`config.mk`:
```
export PLATFORM = sky130hd
export DESIGN_NAME = temp_humidity_sensor_sequencer_core
export DESIGN_NICKNAME = d
export VERILOG_FILES = /design/src/hw/rtl/thss_pkg.sv /design/src/hw/rtl/temp_humidity_sensor_sequencer_core.sv /design/src/hw/rtl/thss_conv.sv /design/src/hw/rtl/thss_seq.sv
export SDC_FILE = /design/constraint.sdc
export NUM_CORES = 1
export LEC_CHECK = 0
export BUFFER_PORTS_ARGS = -buffer_cell sky130_fd_sc_hd__buf_2
export CORE_ASPECT_RATIO = 1.5
export CORE_MARGIN = 3
export CORE_UTILIZATION = 45
export DETAILED_ROUTE_END_ITERATION = 7
export PLACE_DENSITY = 0.72
export SYNTH_ARGS = -nofsm -noshare
export SYNTH_HDL_FRONTEND = slang
export SYNTH_SLANG_ARGS = --single-unit
```
`constraint.sdc`:
```
create_clock -name clk -period 13.9 [get_ports clk]
set_input_delay 2.085 -clock clk [delete_from_list [all_inputs] [get_ports clk]]
set_output_delay 2.085 -clock clk [all_outputs]
set_load 0.005 [all_outputs]
```
`src/hw/rtl/thss_pkg.sv`:
```
// Shared codes, constants and types of the temperature and humidity sensor sequencer.
package thss_pkg;

  // Event kinds carried on the input stream.
  localparam logic [1:0] MODE_INIT    = 2'd0;
  localparam logic [1:0] MODE_REQUEST = 2'd1;
  localparam logic [1:0] MODE_DONE    = 2'd2;
  localparam logic [1:0] MODE_TIMER   = 2'd3;

  // Actions requested of the bus and timer logic.
  localparam logic [2:0] ACT_NONE   = 3'd0;
  localparam logic [2:0] ACT_WRITE  = 3'd1;
  localparam logic [2:0] ACT_READ   = 3'd2;
  localparam logic [2:0] ACT_WAIT   = 3'd3;
  localparam logic [2:0] ACT_REPORT = 3'd4;

  // Pending command, which is part of the sequencer state.
  localparam logic [2:0] PC_NONE     = 3'd0;
  localparam logic [2:0] PC_SRESET   = 3'd1;
  localparam logic [2:0] PC_CLEAR    = 3'd2;
  localparam logic [2:0] PC_HEAT_ON  = 3'd3;
  localparam logic [2:0] PC_HEAT_OFF = 3'd4;
  localparam logic [2:0] PC_MSTART   = 3'd5;
  localparam logic [2:0] PC_READ     = 3'd6;

  // Sensor command words.
  localparam logic [15:0] CMD_SRESET   = 16'h30A2;
  localparam logic [15:0] CMD_CLEAR    = 16'h3041;
  localparam logic [15:0] CMD_HEAT_ON  = 16'h306D;
  localparam logic [15:0] CMD_HEAT_OFF = 16'h3066;
  localparam logic [15:0] CMD_MSTART   = 16'h2400;

  // Request status codes.
  localparam logic [1:0] STATUS_OK       = 2'd0;
  localparam logic [1:0] STATUS_NO_INIT  = 2'd1;
  localparam logic [1:0] STATUS_BUSY     = 2'd2;

  // Configuration register indexes and reset values.
  localparam logic [1:0] CFG_HEATER       = 2'd0;
  localparam logic [1:0] CFG_RESET_WAIT   = 2'd1;
  localparam logic [1:0] CFG_MEASURE_WAIT = 2'd2;
  localparam logic [7:0] RESET_WAIT_INIT   = 8'd2;
  localparam logic [7:0] MEASURE_WAIT_INIT = 8'd16;

  // Conversion gains: 175 degrees and 100 percent in hundredths, full scale 65535.
  localparam logic [14:0] TEMP_GAIN   = 15'd17500;
  localparam logic [13:0] HUM_GAIN    = 14'd10000;
  localparam logic [15:0] TEMP_OFFSET = 16'd4500;
  localparam logic [16:0] FULL_SCALE  = 17'd65535;

  // Widths of the scaled raw words.
  localparam int TEMP_PROD_W = 31;
  localparam int HUM_PROD_W  = 30;

  // Configuration register contents.
  typedef struct packed {
    logic       heater_enable;
    logic [7:0] reset_wait_ms;
    logic [7:0] measure_wait_ms;
  } cfg_t;

  // Decision of the sequencer for one event.
  typedef struct packed {
    logic [2:0]  action;
    logic [15:0] command_word;
    logic [7:0]  wait_ms;
    logic [1:0]  request_status;
    logic        ready_res;
    logic        report;
  } seq_res_t;

endpackage

```
`src/hw/rtl/temp_humidity_sensor_sequencer_core.sv`:
```
// Top level of the temperature and humidity sensor sequencer: ports, registers and stages.
// Each event transfer on the input stream (kind in s_axis_tuser) yields exactly one result
// transfer naming the next action: a command word to write, a six-byte read, a timed wait,
// or a report of temperature in hundredths of a degree and humidity in hundredths of a
// percent. One event is taken every cycle while the result stream keeps up. An event taken
// is held in the input register, where the raw words are scaled by their constant gains, and
// then moves on to the result register, which is loaded with the sequencer decision and
// the division by 65535 once that register is free.
// Backpressure on the result stream reaches s_axis_tready in the same cycle.
// Configuration writes are accepted at any time and should be made while the block is idle.
module temp_humidity_sensor_sequencer_core (
  input  logic        clk,
  input  logic        rst,
  input  logic        s_axis_tvalid,
  output logic        s_axis_tready,
  input  logic [31:0] s_axis_tdata,   // raw_temperature[15:0], raw_humidity[31:16]
  input  logic [1:0]  s_axis_tuser,   // mode[1:0]
  output logic        m_axis_tvalid,
  input  logic        m_axis_tready,
  // command_word[15:0], wait_ms[23:16], temperature[38:24], humidity[52:39],
  // request_status[54:53], ready_res[55]
  output logic [55:0] m_axis_tdata,
  output logic [2:0]  m_axis_tuser,   // action[2:0]
  input  logic        cfg_valid,
  output logic        cfg_ready,
  input  logic [1:0]  cfg_index,
  input  logic [7:0]  cfg_data
);
  import thss_pkg::*;

  cfg_t cfg;

  logic                   in_valid;
  logic [1:0]             in_mode;
  logic [TEMP_PROD_W-1:0] in_temp_prod;
  logic [HUM_PROD_W-1:0]  in_hum_prod;
  logic                   in_advance;
  logic                   out_free;

  logic                   out_valid;
  logic [55:0]            out_data;
  logic [2:0]             out_action;

  seq_res_t               res;
  logic signed [14:0]     conv_temperature;
  logic [13:0]            conv_humidity;
  logic [14:0]            rep_temperature;
  logic [13:0]            rep_humidity;

  // Configuration registers; writes are always taken, unknown indexes are dropped.
  assign cfg_ready = 1'b1;

  always_ff @(posedge clk) begin
    if (rst) begin
      cfg.heater_enable   <= 1'b0;
      cfg.reset_wait_ms   <= RESET_WAIT_INIT;
      cfg.measure_wait_ms <= MEASURE_WAIT_INIT;
    end else if (cfg_valid && cfg_ready) begin
      case (cfg_index)
        CFG_HEATER:       cfg.heater_enable   <= cfg_data[0];
        CFG_RESET_WAIT:   cfg.reset_wait_ms   <= cfg_data;
        CFG_MEASURE_WAIT: cfg.measure_wait_ms <= cfg_data;
        default: begin
        end
      endcase
    end
  end

  // Stage handshakes: each register takes a new transfer when it is empty or draining.
  assign out_free      = !out_valid || m_axis_tready;
  assign in_advance    = in_valid && out_free;
  assign s_axis_tready = !in_valid || out_free;

  // Input register: event kind and raw words scaled by their gains.
  always_ff @(posedge clk) begin
    if (rst) begin
      in_valid <= 1'b0;
    end else if (s_axis_tready) begin
      in_valid <= s_axis_tvalid;
    end
  end

  always_ff @(posedge clk) begin
    if (s_axis_tvalid && s_axis_tready) begin
      in_mode      <= s_axis_tuser;
      in_temp_prod <= TEMP_PROD_W'(s_axis_tdata[15:0]) * TEMP_PROD_W'(TEMP_GAIN);
      in_hum_prod  <= HUM_PROD_W'(s_axis_tdata[31:16]) * HUM_PROD_W'(HUM_GAIN);
    end
  end

  // Sequencer decision and state.
  thss_seq u_seq (
    .clk     (clk),
    .rst     (rst),
    .advance (in_advance),
    .mode    (in_mode),
    .cfg     (cfg),
    .res     (res)
  );

  // Conversion of the scaled words.
  thss_conv u_conv (
    .temp_prod   (in_temp_prod),
    .hum_prod    (in_hum_prod),
    .temperature (conv_temperature),
    .humidity    (conv_humidity)
  );

  // Report fields read as zero unless a report is given.
  assign rep_temperature = res.report ? conv_temperature : 15'd0;
  assign rep_humidity    = res.report ? conv_humidity : 14'd0;

  // Result register.
  always_ff @(posedge clk) begin
    if (rst) begin
      out_valid <= 1'b0;
    end else if (out_free) begin
      out_valid <= in_valid;
    end
  end

  always_ff @(posedge clk) begin
    if (in_advance) begin
      out_action <= res.action;
      out_data   <= {res.ready_res, res.request_status, rep_humidity, rep_temperature,
                     res.wait_ms, res.command_word};
    end
  end

  assign m_axis_tvalid = out_valid;
  assign m_axis_tdata  = out_data;
  assign m_axis_tuser  = out_action;

endmodule

```
`src/hw/rtl/thss_conv.sv`:
```
// Conversion of scaled raw words to hundredths of a degree and of a percent.
module thss_conv (
  input  logic [thss_pkg::TEMP_PROD_W-1:0] temp_prod,
  input  logic [thss_pkg::HUM_PROD_W-1:0]  hum_prod,
  output logic signed [14:0]               temperature,
  output logic [13:0]                      humidity
);
  import thss_pkg::*;

  // Division by 65535: x = 65535*hi + (hi + lo), and hi + lo stays below twice 65535,
  // so one compare and subtract finishes the quotient.
  logic [14:0] t_hi;
  logic [16:0] t_rem;
  logic        t_ge;
  logic [14:0] t_quo;
  logic        t_rem_nz;
  logic        t_corr;
  logic signed [15:0] t_val;

  logic [13:0] h_hi;
  logic [16:0] h_rem;
  logic        h_ge;

  // Temperature: truncation toward zero of (quotient - 4500) with the remainder kept.
  always_comb begin
    t_hi     = temp_prod[TEMP_PROD_W-1:16];
    t_rem    = {2'b00, t_hi} + {1'b0, temp_prod[15:0]};
    t_ge     = (t_rem >= FULL_SCALE);
    t_quo    = t_hi + {14'd0, t_ge};
    t_rem_nz = t_ge ? (t_rem != FULL_SCALE) : (t_rem != 17'd0);
    // A negative result with a remainder rounds up toward zero.
    t_corr   = (t_quo < TEMP_OFFSET[14:0]) && t_rem_nz;
    t_val    = $signed({1'b0, t_quo}) - $signed(TEMP_OFFSET) + $signed({15'd0, t_corr});
    temperature = t_val[14:0];
  end

  // Humidity: plain floor of the quotient.
  always_comb begin
    h_hi     = hum_prod[HUM_PROD_W-1:16];
    h_rem    = {3'b000, h_hi} + {1'b0, hum_prod[15:0]};
    h_ge     = (h_rem >= FULL_SCALE);
    humidity = h_hi + {13'd0, h_ge};
  end

endmodule

```
`src/hw/rtl/thss_seq.sv`:
```
// Init and measurement sequencer: state registers and the decision for each event.
module thss_seq (
  input  logic              clk,
  input  logic              rst,
  input  logic              advance,
  input  logic [1:0]        mode,
  input  thss_pkg::cfg_t    cfg,
  output thss_pkg::seq_res_t res
);
  import thss_pkg::*;

  logic [2:0] pending;
  logic [2:0] pending_next;
  logic       wait_elapsed;
  logic       wait_elapsed_next;
  logic       measuring;
  logic       measuring_next;
  logic       init_complete;
  logic       init_complete_next;

  // Decision logic: init chain first, then measurement chain on the updated command.
  always_comb begin
    pending_next       = pending;
    wait_elapsed_next  = wait_elapsed;
    measuring_next     = measuring;
    init_complete_next = init_complete;
    res                = '0;

    case (mode)
      MODE_INIT: begin
        pending_next       = PC_SRESET;
        wait_elapsed_next  = 1'b0;
        measuring_next     = 1'b0;
        init_complete_next = 1'b0;
        res.action         = ACT_WRITE;
        res.command_word   = CMD_SRESET;
      end
      MODE_REQUEST: begin
        if (!init_complete) begin
          res.request_status = STATUS_NO_INIT;
        end else if (measuring || (pending != PC_NONE)) begin
          res.request_status = STATUS_BUSY;
        end else begin
          measuring_next   = 1'b1;
          pending_next     = PC_MSTART;
          res.action       = ACT_WRITE;
          res.command_word = CMD_MSTART;
        end
      end
      default: begin
        // A timer event marks the wait as over, even a stray one.
        if (mode == MODE_TIMER) begin
          wait_elapsed_next = 1'b1;
        end
        if (!init_complete) begin
          case (pending)
            PC_NONE: begin
              pending_next     = PC_SRESET;
              res.action       = ACT_WRITE;
              res.command_word = CMD_SRESET;
            end
            PC_SRESET: begin
              if (!wait_elapsed_next) begin
                res.action  = ACT_WAIT;
                res.wait_ms = cfg.reset_wait_ms;
              end else begin
                wait_elapsed_next = 1'b0;
                pending_next      = PC_CLEAR;
                res.action        = ACT_WRITE;
                res.command_word  = CMD_CLEAR;
              end
            end
            PC_CLEAR: begin
              res.action = ACT_WRITE;
              if (cfg.heater_enable) begin
                pending_next     = PC_HEAT_ON;
                res.command_word = CMD_HEAT_ON;
              end else begin
                pending_next     = PC_HEAT_OFF;
                res.command_word = CMD_HEAT_OFF;
              end
            end
            PC_HEAT_ON, PC_HEAT_OFF: begin
              pending_next       = PC_NONE;
              init_complete_next = 1'b1;
            end
            default: begin
            end
          endcase
        end
        // Measurement chain.
        if (pending_next == PC_MSTART) begin
          if (!wait_elapsed_next) begin
            res.action  = ACT_WAIT;
            res.wait_ms = cfg.measure_wait_ms;
          end else begin
            wait_elapsed_next = 1'b0;
            pending_next      = PC_READ;
            res.action        = ACT_READ;
          end
        end else if (pending_next == PC_READ) begin
          res.action     = ACT_REPORT;
          res.report     = 1'b1;
          measuring_next = 1'b0;
          pending_next   = PC_NONE;
        end
      end
    endcase

    res.ready_res = init_complete_next;
  end

  // State update on each event that moves on to the result register.
  always_ff @(posedge clk) begin
    if (rst) begin
      pending       <= PC_NONE;
      wait_elapsed  <= 1'b0;
      measuring     <= 1'b0;
      init_complete <= 1'b0;
    end else if (advance) begin
      pending       <= pending_next;
      wait_elapsed  <= wait_elapsed_next;
      measuring     <= measuring_next;
      init_complete <= init_complete_next;
    end
  end

endmodule
```
==> flow_metrics.py <==
metrics = {
    "cells_and_area": {
        "regArea_um2": 3804,
        "multi_input_comb_area_um2": 8010,
        "drive_gt1_share_pct": 10.73,
        "areaGrowthSynthToFinish_pct": 11.23,
        "diodes": 0,
        "fill_cells": 2537,
        "fin_nets": 1759,
        "stdcell_count": 1790,
    },
    "timing": {
        "rsz0062_at_grt": "no",
        "period_share_pct": 49.29,
        "fin_skew_ns": 0.008886,
        "hold_viol_final": 0,
        "drv_slew": 0,
        "fmax_mhz": 146.0,
        "setup_ws_ns": 7.048,
        "period_minus_slack_ns": 6.852,
        "setup_viol": 0,
        "worst_pin_slew_ns": 1.099,
        "hold_ws_ns": 0.4742,
        "timing.slew.headroom_pct": 26.64,
        "fin_tns_setup_ns": 0,
    },
    "clocking": {
        "cts-buffers-inserted": 17,
        "post_cts_buffers": 0,
        "cts_htree_levels": 4,
        "cts_resized": 0,
        "ctsHoldBuffers": 0,
        "clk_pin_slew_ns": 0.06,
        "insertion_delay_ns": 0.42,
        "cts_root_buffer": "clkbuf_16",
        "cts_tree": "yes",
        "clkSinkCount": 135,
        "clk_path_buf_depth": 2,
    },
    "route": {
        "antenna_left": 0,
        "wl_um": 25600,
        "dr.pass1.iters": 5,
        "wl_per_cell_um": 14.30,
        "num_vias": 9430,
        "drc": 0,
        "drt_iter0_markers": 434,
        "vias_per_cell": 5.268,
    },
    "setup_path": {
        "path_common_cell": "ha_1",
        "rr_worst_depth": 28,
        "crit_slowest_cell": "edfxtp_1",
        "cp-startpoint": "in_temp_prod[18]",
        "cp_data_arrival_time_ns": 7.01,
        "critical_path_class": "reg2reg",
        "crit_end": "m_axis_tdata[35]",
        "r2r_start": "in_temp_prod[18]",
        "cp.required_ns": 14.06,
        "rrSetupSlack_ns": 7.05,
        "cp_max_fo": 11,
        "critical_path.startpoint_type": "register",
        "rr_endpoint": "m_axis_tdata[35]",
        "crit_path_end_kind": "register",
        "cpPeakStageDelay_ns": 0.55,
    },
    "synth": {
        "synth.yosys.seq_area_share_pct": 29.44,
        "synth_cell_types": 68,
        "synth_edf_count": 110,
        "yosys.area.top_type_share_pct": 25.57,
        "avgSynthCellArea_um2": 9.670,
        "ys_ff_latch": 135,
        "synthFlopType": "edfxtp_1",
        "ys_top_cells_by_count": "inv_1 (257), ha_1 (197), edfxtp_1 (110), nor2_1 (97), fa_1 (82)",
        "ys_async_sr_fraction_pct": 0,
        "yosysMostFrequentCell": "inv_1",
        "synth_top_cell_by_area": "edfxtp_1",
        "synthTopCellsByArea": "edfxtp_1 (26%), ha_1 (19%), fa_1 (13%)",
        "syn_inst": 1336,
        "synth_area_um2": 12920,
        "yosysWarnings": 0,
    },
    "grt": {
        "groute.usage.overall_pct": 16.96,
        "grt_pass1_wl_um": 42720,
        "grt_pass1_vias": 9305,
        "overflow": 0,
        "antenna_found_initial": 0,
        "grt_start_max_net_pins": 58,
    },
    "power": {
        "finalPower_mw": 2.651,
        "leakagePower_nw": 6.893,
        "vdd_drop_max_mv": 0.08871,
        "p_per_area_nw_per_um2": 184.5,
    },
    "placement": {
        "portBuffers": 103,
        "place.gp.congestion": 0.9287,
        "hpwl_um": 21270,
        "placed_cells": 1758,
        "dp_slack_ns": 7.099,
    },
    "worst_hold_path": {
        "hp-class": "reg2reg",
    },
    "floorplanning": {
        "dieArea_um2": 30820,
        "die_y_um": 213.5,
        "num_rows": 75,
        "core_um2": 28150,
        "die_x_um": 144.3,
        "initial_core_util_pct": 45.89,
        "io_pins": 111,
    },
    "flow_run": {
        "drv_cap": 0,
    },
    "outcome": {
        "status": "finished clean",
    },
}
==> critical path, delay by kind of cell (launching register included) <==
family                   cells  cell delay (ns)
XOR/XNOR                     2             0.29
AO/OA/AOI/OAI               13             2.84
flip-flops                   1             0.55
adder cells (fa/ha/maj)      5             1.51
AND/OR/NAND/NOR              8             1.39
==> layout make-up <==
class                   count  share of cell area [%]
repair buffers            105                   3.692
well taps                 346                   3.013
clock buffers              18                   2.987
multi-input cells         915                   55.75
flip-flops and latches    135                   26.47
inverters                 257                   6.714
clock inverters            14                   1.376
==> metrics by stage <==
stage | cell area, um2 | util (%)
2_1_floorplan | 12940 | -
3_3_place_gp | 13740 | 48.81
3_5_place_dp | 13740 | 48.81
4_1_cts | 14370 | 51.04
5_1_grt | 14370 | 51.04
6_report | 14370 | 51.04
==> cells by family after synthesis <==
| group | after synthesis | synth area share, % |
|---|---|---|
| buf+inv | 291 | 8.707 |
| compound gates | 232 | 11.56 |
| flops | 135 | 29.44 |
| xor+xnor | 83 | 5.627 |
| simple gates | 295 | 11.33 |
| fa+ha+maj | 279 | 31.79 |
| mux | 19 | 1.482 |
| other cells | 2 | 0.05813 |
==> how the worst min path moves through the flow <==
stage	from	to	slack (ns)	cells after the start
after floorplan	cfg[9]	cfg[9]	0.44	1
after global placement	cfg[9]	cfg[9]	0.44	1
after detailed placement	cfg[9]	cfg[9]	0.46	1
after CTS	cfg[4]	cfg[4]	0.48	1
after global routing	cfg[9]	cfg[9]	0.51	1
final	cfg[9]	cfg[9]	0.47	1
==> cells in the final DEF, fill, tap and decap left out, drive strengths merged, types with 24 or more instances in the layout <==
cell | Yosys | routed
xor2 | 33 | 33
ha | 197 | 197
dfxtp | 25 | 25
a21oi | 70 | 70
fa | 82 | 82
nand2 | 51 | 51
o21ai | 51 | 51
xnor2 | 50 | 50
buf | 12 | 105
edfxtp | 110 | 110
nand3 | 30 | 30
nor2b | 24 | 24
inv | 257 | 260
nor2 | 97 | 97
==> power by group <==
group / leakage, nW / internal (mW) / switching, mW
Clock: 0.301 / 0.302 / 0.174
Sequential: 1.28 / 0.575 / 0.0895
Combinational: 5.31 / 0.656 / 0.855
==> flip-flops by register name (all words and copies together), names as in the netlist <==
name,count
in_temp_prod,29
in_mode,2
cfg,17
m_axis_tdata,50
in_hum_prod,26
u_seq.measuring,1
in_valid,1
u_seq.init_complete,1
u_seq.pending,3
m_axis_tvalid,1
m_axis_tuser,3
u_seq.wait_elapsed,1
==> metal layers <==
layer  GRT usage [%]  routed length (um)  vias up
li1                -                   -     4729
met1           19.97               10390     4447
met2           31.16               13450      214
met3           2.187                1074       40
met4           6.405                 685        0
met5               0                   0        -
Power figures use the tool's default switching activity.
